[src/rtl/indexed_list_with_insert_erase_unit_assert.svh]
// Assertion macros shared by the list unit. Each one expects clk and rst_n
// to be visible at the point of use.
`ifndef INDEXED_LIST_WITH_INSERT_ERASE_UNIT_ASSERT_SVH
`define INDEXED_LIST_WITH_INSERT_ERASE_UNIT_ASSERT_SVH

// Property checked at every clock edge outside reset.
`define ILIE_ASSERT(lbl, prop, msg) \
  lbl: assert property (@(posedge clk) disable iff (!rst_n) prop) else $error(msg);

// When pre holds at one edge, post must hold at the next edge.
`define ILIE_ASSERT_NEXT(lbl, pre, post, msg) \
  `ILIE_ASSERT(lbl, (pre) |=> (post), msg)

`endif

[src/rtl/ilie_pkg.sv]
package ilie_pkg;

  localparam int WORD_W = 32;
  localparam int CMD_W = 3;
  localparam int POS_W = 7;
  localparam int CNT_W = 7;
  localparam int STAT_W = 2;

  // Wide enough for any index or count up to the largest supported capacity.
  localparam int IDX_W = 11;
  localparam int MAX_CAPACITY = 1024;
  localparam int DEF_CAPACITY = 64;

  // Taps OR-ed together in the first, registered level of a gather tree.
  localparam int GATHER_GROUP = 8;

  localparam logic [CMD_W-1:0] CMD_PUSH = 3'd0;
  localparam logic [CMD_W-1:0] CMD_POP = 3'd1;
  localparam logic [CMD_W-1:0] CMD_INSERT = 3'd2;
  localparam logic [CMD_W-1:0] CMD_ERASE = 3'd3;
  localparam logic [CMD_W-1:0] CMD_READ = 3'd4;
  localparam logic [CMD_W-1:0] CMD_WRITE = 3'd5;
  localparam logic [CMD_W-1:0] CMD_FILL = 3'd6;

  localparam logic [STAT_W-1:0] ST_OK = 2'd0;
  localparam logic [STAT_W-1:0] ST_EMPTY = 2'd1;
  localparam logic [STAT_W-1:0] ST_RANGE = 2'd2;
  localparam logic [STAT_W-1:0] ST_FULL = 2'd3;

  typedef struct packed {
    logic [CMD_W-1:0]         cmd;
    logic [POS_W-1:0]         position;
    logic signed [WORD_W-1:0] value;
    logic [CNT_W-1:0]         fill_count;
  } in_item_t;

  typedef struct packed {
    logic [STAT_W-1:0]        status;
    logic signed [WORD_W-1:0] read_value;
    logic [CNT_W-1:0]         count;
    logic signed [WORD_W-1:0] front_value;
    logic signed [WORD_W-1:0] back_value;
  } out_item_t;

  // Command broadcast to every cell of the chain.
  typedef struct packed {
    logic              en;
    logic [CMD_W-1:0]  cmd;
    logic [IDX_W-1:0]  pos;
    logic [IDX_W-1:0]  count;
    logic [IDX_W-1:0]  fcnt;
    logic [WORD_W-1:0] value;
  } cell_ctl_t;

  // Indexes whose cells put their word on the gather trees.
  typedef struct packed {
    logic [IDX_W-1:0] rd_idx;
    logic [IDX_W-1:0] bk_idx;
  } cell_sel_t;

endpackage

[src/rtl/ilie_cell.sv]
module ilie_cell #(
  parameter int IDX = 0
) (
  input  logic                           clk,
  input  ilie_pkg::cell_ctl_t            ctl,
  input  ilie_pkg::cell_sel_t            sel,
  input  logic [ilie_pkg::WORD_W-1:0]    left_data,
  input  logic [ilie_pkg::WORD_W-1:0]    right_data,
  output logic [ilie_pkg::WORD_W-1:0]    data_r,
  output logic [ilie_pkg::WORD_W-1:0]    rd_tap,
  output logic [ilie_pkg::WORD_W-1:0]    bk_tap
);

  localparam logic [ilie_pkg::IDX_W-1:0] MY_IDX = ilie_pkg::IDX_W'(IDX);

  logic [ilie_pkg::WORD_W-1:0] data_nxt;

  // Each cell decides from the broadcast command whether it keeps its word,
  // loads the new value, or takes the word of a neighbor.
  always_comb begin
    data_nxt = data_r;
    if (ctl.en) begin
      case (ctl.cmd)
        ilie_pkg::CMD_PUSH: begin
          if (MY_IDX == ctl.count) data_nxt = ctl.value;
        end
        ilie_pkg::CMD_INSERT: begin
          if (MY_IDX == ctl.pos) begin
            data_nxt = ctl.value;
          end else if (MY_IDX > ctl.pos && MY_IDX <= ctl.count) begin
            data_nxt = left_data;
          end
        end
        ilie_pkg::CMD_ERASE: begin
          if (MY_IDX >= ctl.pos && MY_IDX < ctl.count) data_nxt = right_data;
        end
        ilie_pkg::CMD_WRITE: begin
          if (MY_IDX == ctl.pos) data_nxt = ctl.value;
        end
        ilie_pkg::CMD_FILL: begin
          if (MY_IDX < ctl.fcnt) data_nxt = ctl.value;
        end
        default: data_nxt = data_r;
      endcase
    end
  end

  always_ff @(posedge clk) begin
    data_r <= data_nxt;
  end

  assign rd_tap = (MY_IDX == sel.rd_idx) ? data_r : '0;
  assign bk_tap = (MY_IDX == sel.bk_idx) ? data_r : '0;

endmodule

[config.mk]
export PLATFORM = sky130hd
export DESIGN_NAME = ilie_cell
export DESIGN_NICKNAME = d
export VERILOG_FILES = /design/src/rtl/indexed_list_with_insert_erase_unit_assert.svh /design/src/rtl/ilie_pkg.sv /design/src/rtl/ilie_cell.sv
export SDC_FILE = /design/constraint.sdc
export NUM_CORES = 1
export LEC_CHECK = 0
export BUFFER_PORTS_ARGS = -buffer_cell sky130_fd_sc_hd__buf_2
export CAP_MARGIN = 10
export CORE_AREA = 5 5 95 97
export DETAILED_ROUTE_END_ITERATION = 12
export DIE_AREA = 0 0 100 102
export GPL_ROUTABILITY_DRIVEN = 0
export PLACE_DENSITY_LB_ADDON = 0.12
export SYNTH_ARGS = -nofsm -noshare
export SYNTH_HDL_FRONTEND = slang
export SYNTH_SLANG_ARGS = --single-unit
export TNS_END_PERCENT = 20
[constraint.sdc]
create_clock -name clk -period 7 [get_ports clk]
set_input_delay 0.35 -clock clk [delete_from_list [all_inputs] [get_ports clk]]
set_output_delay 0.35 -clock clk [all_outputs]
set_load 0.1 [all_outputs]
==> results of run 1 <==
## layer usage
metal	vias up	track usage (%)	wire length (um)
met1	1143	17.62	3240
met5	-	0	13
met2	154	29.19	4350
li1	1279	-	-
met4	2	3.109	55
met3	7	5.188	1004
## kinds of logic (layout without fill, tap and decap cells)
| logic type | Yosys count | in the layout | synth area share, % |
|---|---|---|---|
| and+or+nand+nor | 123 | 123 | 34.87 |
| DFF | 32 | 32 | 43.19 |
| buffers and inverters | 17 | 265 | 4.893 |
| AOI/OAI and AO/OA | 37 | 37 | 17.04 |
## cell usage in the layout (no fill, tap or decap), types with 2 or more instances in the layout
cell and n:
and2_1 95, buf_4 6, and2_2 2, or4_4 2
nor4_2 2, clkbuf_8 5, buf_2 251, edfxtp_1 32
nand2_1 4, or4_1 3, or3_1 2, a221o_1 32
nor4_1 7
## area by class of cell
type,count,area share (%)
Clock buffer,6,1.983
Clock inverter,1,0.1368
Inverter,1,0.1026
Multi-Input combinational cell,160,32.38
Sequential cell,32,26.26
Tap cell,105,3.590
Timing Repair Buffer,257,35.56
## per-stage QoR
step | utilization [%] | power, mW | worst slack (ns)
5_1_grt | 45.45 | 0.5870 | 4.555
4_1_cts | 45.45 | 0.5666 | 4.666
6_report | 45.45 | 0.5591 | 4.694
3_5_place_dp | 44.49 | 0.4341 | 4.546
2_1_floorplan | - | 0.3708 | 2.850
3_3_place_gp | 44.49 | 0.4317 | 4.570
## power by group through the flow
stage	logic [mW]	clock network [mW]	registers, mW
after floorplan	0.0384	0	0.332
after global placement	0.191	0	0.241
after detailed placement	0.193	0	0.241
after CTS	0.193	0.137	0.237
after global routing	0.202	0.146	0.239
final	0.191	0.131	0.237
## worst max-delay path: cells and delay by family
kind / cells / cell delay [ns]
AND/OR/NAND/NOR: 4 / 0.74
buffers and inverters: 3 / 0.85
## path summary, 6_finish.rpt
kind                  startpoint    endpoint  slack [ns]  cells after the start
hold / removal    right_data[28]  data_r[28]        0.37                      2
setup / recovery          sel[2]  bk_tap[14]        4.69                      7
## synth_stat cells
library cell,instances,area (sq um)
and2_1,95,594.3
a221o_1,32,320.3
edfxtp_1,32,960.9
clkbuf_1,10,37.54
nor4_1,9,56.30
buf_6,6,67.56
nand2_1,4,15.01
or4_1,3,22.52
a211oi_1,2,15.01
and2_2,2,15.01
or3_1,2,12.51
or4_4,2,22.52
inv_1,1,3.750
nand3_1,1,5.000
nor2_1,1,3.750
nor2b_1,1,6.260
nor3_1,1,5.000
nor3_2,1,10.01
nor3b_1,1,7.510
o211ai_1,1,7.510
o41ai_1,1,8.760
o41ai_4,1,27.53
==> results.cfg, run 1 <==
[placed_design]
port_buffers = 251
dp_cells = 555
place_area_sq_mm = 0.003582
place_hpwl_mm = 7.267

[outcome]
outcome = finished, final reports clean

[logic_synthesis]
ys_warn_count = 0
synth_area_sq_mm = 0.002225
synth_seq_cells = 32
avgSynthCellArea_sq_um = 10.64
ys_seq_area_share_pct = 43.19
synth_nets = 365
syn_inst = 209
netlist-cell-type-count = 22

[power_and_ir_drop]
internal_power_mw = 0.3562
combPwrFrac_pct = 34.2
sequentialPowerShare_pct = 42.4
clock_power_share_pct = 23.5
power_switching_share_pct = 36.30
p_leak_nw = 1.884
p_sw_mw = 0.2030
ir_drop_mv = 0.06669
p_per_area_mw_per_mm2 = 152.8

[drt]
drcViolationCount = 0
wl_per_cell_um = 15.41
vias = 2585
via_per_inst = 4.600
detail-route-antenna-nets = 0
drt_pass1_iterations = 4
drt_iter0_markers = 70
wirelength_mm = 8.663

[clocking]
cts_buffers = 5
max-clock-path-buffers = 2
cts_setup_buffers = 0
clk_pin_slew_worst_paths_ns = 0.07
hold_buffers = 0
cts_root_buf = clkbuf_8
cts_htree_levels = 2
clkSinkCount = 32
ctsResizeCount = 0
cts_tree = done

[critical_path]
cpMostUsedCell = buf_2
cp_slowest_cell = buf_2
cp_slowest_stage_delay_ns = 0.42
crit_path_max_fanout = 32
startpoint_type = primary input
required_ns = 6.65
crit_type = in2out
worstPathCellList = buf_2 -> nor4_1 -> nand2_1 -> nor4_2 -> buf_4 -> and2_1 -> buf_2
cp.arrival_ns = 1.96
crit_path_end_kind = primary output

[timing]
worst_pin_slew_ns = 0.9369
slew_viol_final = 0
tns_ns = 0
max_slew_margin_pct = 37.27
whs_ns = 0.3685
hold_violations = 0
rsz0062_at_grt = no
setup_viol = 0
fmax_mhz = 433.7
min_period_ns = 2.306
fin_crit_sh_pct = 32.94

[global_routing]
antenna_found_initial = 1
overflow = 0
grt_max_degree = 33
first_global_vias = 2630
grt_usage_pct = 15.71
grt_pass1_wl_mm = 12.55

[flow_run]
drv_cap = 0

[finish]
regMostFlops = data_r
final_area_sq_mm = 0.003660
fillers = 821
final_layout_size_suffix_gt1_share_pct = 59.74
seq_area_sq_um = 960.9
largest_register_ffs = 32
diodes = 0
synthToLayoutAreaGrowth_pct = 64.51
multi_input_area_sq_mm = 0.001185
fin_cells = 562
nNetsFinal = 613
largest_registers = data_r x32

[floorplan]
pin_count = 252
rows = 33
design.core.area_sq_mm = 0.008051
dieArea_sq_mm = 0.01020
fp.dieW_um = 100
die_h_um = 102
start_util_pct = 27.63

[min_path]
hp-class = in2reg
Note: power is estimated with default switching activity, not from simulation.
==> run 2: changes to the inputs <==
==> constraint.sdc (replaced) <==
create_clock -name clk -period 2.35 [get_ports clk]
set_input_delay 0.1175 -clock clk [delete_from_list [all_inputs] [get_ports clk]]
set_output_delay 0.1175 -clock clk [all_outputs]
set_load 0.1 [all_outputs]
==> results.cfg, run 2 (synthesis results as in run 1) <==
[outcome]
outcome = finished, final reports clean

[critical_path]
required_ns = 2.35
startpoint_type = primary input
cp_top_family = compound AO/OA/AOI/OAI gates
cp_slowest_cell = a211oi_4
crit_path_end_kind = flip-flop
cp.arrival_ns = 2.12
crit_path_max_fanout = 18
cp_slowest_stage_delay_ns = 0.76
worstPathCellList = buf_2 -> or4_4 -> nor3_2 -> o211ai_1 -> a211oi_4 -> buf_12
critPathBufInv = 2
crit_type = in2reg

[timing]
fin_crit_sh_pct = 90.44
setup_ws_ns = 0.2247
max_slew_margin_pct = 25.35
fmax_mhz = 470.5
worst_pin_slew_ns = 1.115
setup_viol = 0
slew_viol_final = 0
hold_violations = 0
rsz0062_at_grt = no
min_period_ns = 2.125
whs_ns = 0.1268
tns_ns = 0

[finish]
final_core_util_pct = 55.35
final_area_sq_mm = 0.004457
diodes = 0
largest_registers = data_r x32
regMostFlops = data_r
nNetsFinal = 618
fillers = 754
synthToLayoutAreaGrowth_pct = 100.3
largest_register_ffs = 32
mostFrequentLayoutCells = buf_2, and2_1, buf_12
final_layout_size_suffix_gt1_share_pct = 60.48
fin_cells = 568
final_common_cell = buf_2

[min_path]
hp-start = left_data[3]
hp-class = in2reg
holdPathStages = 2
worstHoldEndpoint = data_r[3]

[clocking]
cts_htree_levels = 2
hold_buffers = 0
cts_setup_buffers = 0
clk_pin_slew_worst_paths_ns = 0.07
max-clock-path-buffers = 2
cts_root_buf = clkbuf_8
cts_tree = done
cts_buffers = 5
ctsResizeCount = 0
clkSinkCount = 32

[global_routing]
overflow = 0
grt_max_degree = 33
first_global_vias = 2557
antenna_found_initial = 0
grt_pass1_wl_mm = 13.43
grt_usage_pct = 17.01

[floorplan]
fp.dieW_um = 100
rows = 33
die_h_um = 102
start_util_pct = 27.63
pin_count = 252
dieArea_sq_mm = 0.01020
design.core.area_sq_mm = 0.008051

[power_and_ir_drop]
p_per_area_mw_per_mm2 = 408.6
ir_drop_mv = 0.1948
p_leak_nw = 2.046
finalPower_mw = 1.821

[drt]
drcViolationCount = 0
wl_per_cell_um = 16.18
via_per_inst = 4.592
drt_pass1_iterations = 4
vias = 2608
drt_iter0_markers = 63
detail-route-antenna-nets = 0
wirelength_mm = 9.191

[placed_design]
port_buffers = 251
place_hpwl_mm = 7.742
place_area_sq_mm = 0.004345
place_ws_ns = -0.1256
dp_cells = 560

[flow_run]
drv_cap = 0
==> run 2: final cells by class <==
class	instances	area [sq um]	share of cell area (%)
Clock buffer	5	68.82	1.544
Clock inverter	3	42.54	0.9545
Inverter	1	3.754	0.08422
Multi-Input combinational cell	160	1185	26.59
Sequential cell	32	960.9	21.56
Tap cell	105	131.4	2.948
Timing Repair Buffer	262	2064	46.32
==> run 2: how the worst max path moves through the flow <==
| stage | slack, ns | start | endpoint | depth (start not counted) |
|---|---|---|---|---|
| CTS | 0.19 | ctl[57] | data_r[21] | 6 |
| global placement | -0.09 | ctl[53] | data_r[3] | 6 |
| floorplan | -0.04 | ctl[57] | data_r[0] | 4 |
| detailed placement | -0.13 | ctl[57] | data_r[19] | 6 |
| finish | 0.22 | ctl[57] | data_r[23] | 6 |
| global route | 0.01 | ctl[61] | data_r[23] | 6 |
==> run 2: power breakdown <==
group / switching, mW / internal (mW) / leakage, nW
clock: 0.219 / 0.314 / 0.0541
combinational: 0.396 / 0.188 / 1.70
sequential: 0.0244 / 0.680 / 0.291
total: 0.639 / 1.18 / 2.05
==> run 2: layer usage <==
layer	share of wire (%)	GRT usage (%)
met1	37	19.04
met2	52	32.12
met3	11	4.778
met4	0.83	3.731
met5	0	0
==> run 3: changes to the inputs <==
--- a/config.mk
+++ b/config.mk
@@ -12,6 +12,8 @@
 export DIE_AREA = 0 0 100 102
 export GPL_ROUTABILITY_DRIVEN = 0
 export PLACE_DENSITY_LB_ADDON = 0.12
+export RECOVER_POWER = 100
+export REMOVE_ABC_BUFFERS = 1
 export SYNTH_ARGS = -nofsm -noshare
 export SYNTH_HDL_FRONTEND = slang
 export SYNTH_SLANG_ARGS = --single-unit
==> results.cfg, run 3 (synthesis results as in run 1) <==
[global_routing]
grt_pass1_wl_mm = 13.39
antenna_found_initial = 0
grt_usage_pct = 16.76
overflow = 0
first_global_vias = 2661
grt_max_degree = 33

[floorplan]
dieArea_sq_mm = 0.01020
die_h_um = 102
design.core.area_sq_mm = 0.008051
fp.dieW_um = 100
rows = 33
start_util_pct = 27.63
pin_count = 252

[timing]
max_slew_margin_pct = 19.76
hold_violations = 0
setup_ws_ns = 0.2672
min_period_ns = 2.083
rsz0062_at_grt = no
setup_viol = 0
worst_pin_slew_ns = 1.209
fmax_mhz = 480.1
slew_viol_final = 0
fin_crit_sh_pct = 88.63

[drt]
vias = 2577
detail-route-antenna-nets = 0
drcViolationCount = 0
drt_iter0_markers = 27
drt_pass1_iterations = 3
wirelength_mm = 9.224
via_per_inst = 4.577
wl_per_cell_um = 16.38

[flow_run]
drv_cap = 0

[power_and_ir_drop]
finalPower_mw = 1.662
p_per_area_mw_per_mm2 = 431.2
p_leak_nw = 1.789
ir_drop_mv = 0.1686

[clocking]
hold_buffers = 0
clk_pin_slew_worst_paths_ns = 0.07
cts_setup_buffers = 0
cts_tree = done
clkSinkCount = 32
cts_root_buf = clkbuf_8
cts_htree_levels = 2
cts_buffers = 5
max-clock-path-buffers = 2
ctsResizeCount = 0

[finish]
largest_registers = data_r x32
nNetsFinal = 613
fillers = 818
mostFrequentLayoutCells = buf_2, and2_1, clkbuf_1, clkbuf_2
synthToLayoutAreaGrowth_pct = 73.23
diodes = 0
largest_register_ffs = 32
regMostFlops = data_r
final_common_cell = buf_2
final_area_sq_mm = 0.003854
final_layout_size_suffix_gt1_share_pct = 52.18

[critical_path]
crit_type = in2reg
crit_path_max_fanout = 32
cp.arrival_ns = 2.11
cp_slowest_stage_delay_ns = 0.62
worstPathCellList = buf_2 -> or4_1 -> nor3_2 -> nor3b_2 -> clkbuf_2 -> a221o_1
crit_path_end_kind = flip-flop
startpoint_type = primary input
cp_slowest_cell = or4_1
required_ns = 2.37

[placed_design]
port_buffers = 251
place_hpwl_mm = 7.657
place_area_sq_mm = 0.003835
place_ws_ns = 0.2761

[outcome]
outcome = finished, final reports clean

[min_path]
hp-class = in2reg
## run 3: cell count changes in the layout (fill, tap and decap cells not counted), sizes merged
| cell | before | now |
|---|---|---|
| buf | 262 | 190 |
| bufinv | 1 | 0 |
| clkbuf | 5 | 74 |
| clkinvlp | 1 | 0 |
## run 3: per-stage QoR
step                      hold WS [ns]  utilization, %  TNS (ns)  std cells
after floorplan                 0.3316               -    -98.07        193
after global placement          0.4158           47.63         0        555
after detailed placement        0.4201           47.63         0        555
after CTS                       0.1251           48.62         0        563
after global routing            0.1272           47.86         0        563
final                           0.1374           47.86         0        563
## run 3: layer usage
layer,share of wire (%),track usage (%)
met1,34,17.01
met2,56,34.22
met3,9.4,4.505
met4,0.44,3.109
met5,0,0
## run 3: area by class of cell
| type | instances | area (sq um) | share of cell area, % |
|---|---|---|---|
| Multi-Input combinational cell | 160 | 1181 | 30.65 |
| Clock inverter | 1 | 3.754 | 0.09740 |
| Sequential cell | 32 | 960.9 | 24.94 |
| Timing Repair Buffer | 257 | 1496 | 38.83 |
| Tap cell | 105 | 131.4 | 3.409 |
| Inverter | 1 | 3.754 | 0.09740 |
| Clock buffer | 7 | 76.32 | 1.981 |
## run 3: worst paths after layout
path / startpoint / to / slack (ns) / cells after the start
max: ctl[61] / data_r[25] / 0.27 / 6
min: left_data[12] / data_r[12] / 0.14 / 2
## run 3: where the power goes
| part | switching (mW) | leakage (nW) | internal (mW) |
|---|---|---|---|
| registers | 0.0263 | 0.291 | 0.681 |
| clock network | 0.187 | 0.0399 | 0.206 |
| logic | 0.394 | 1.46 | 0.167 |
| total | 0.607 | 1.79 | 1.05 |
## run 3: worst max-delay path: cells and delay by family
| kind | cells | cell delay (ns) |
|---|---|---|
| AND/OR/NAND/NOR | 3 | 0.97 |
| AO/OA/AOI/OAI | 1 | 0.49 |
| buffers and inverters | 2 | 0.52 |
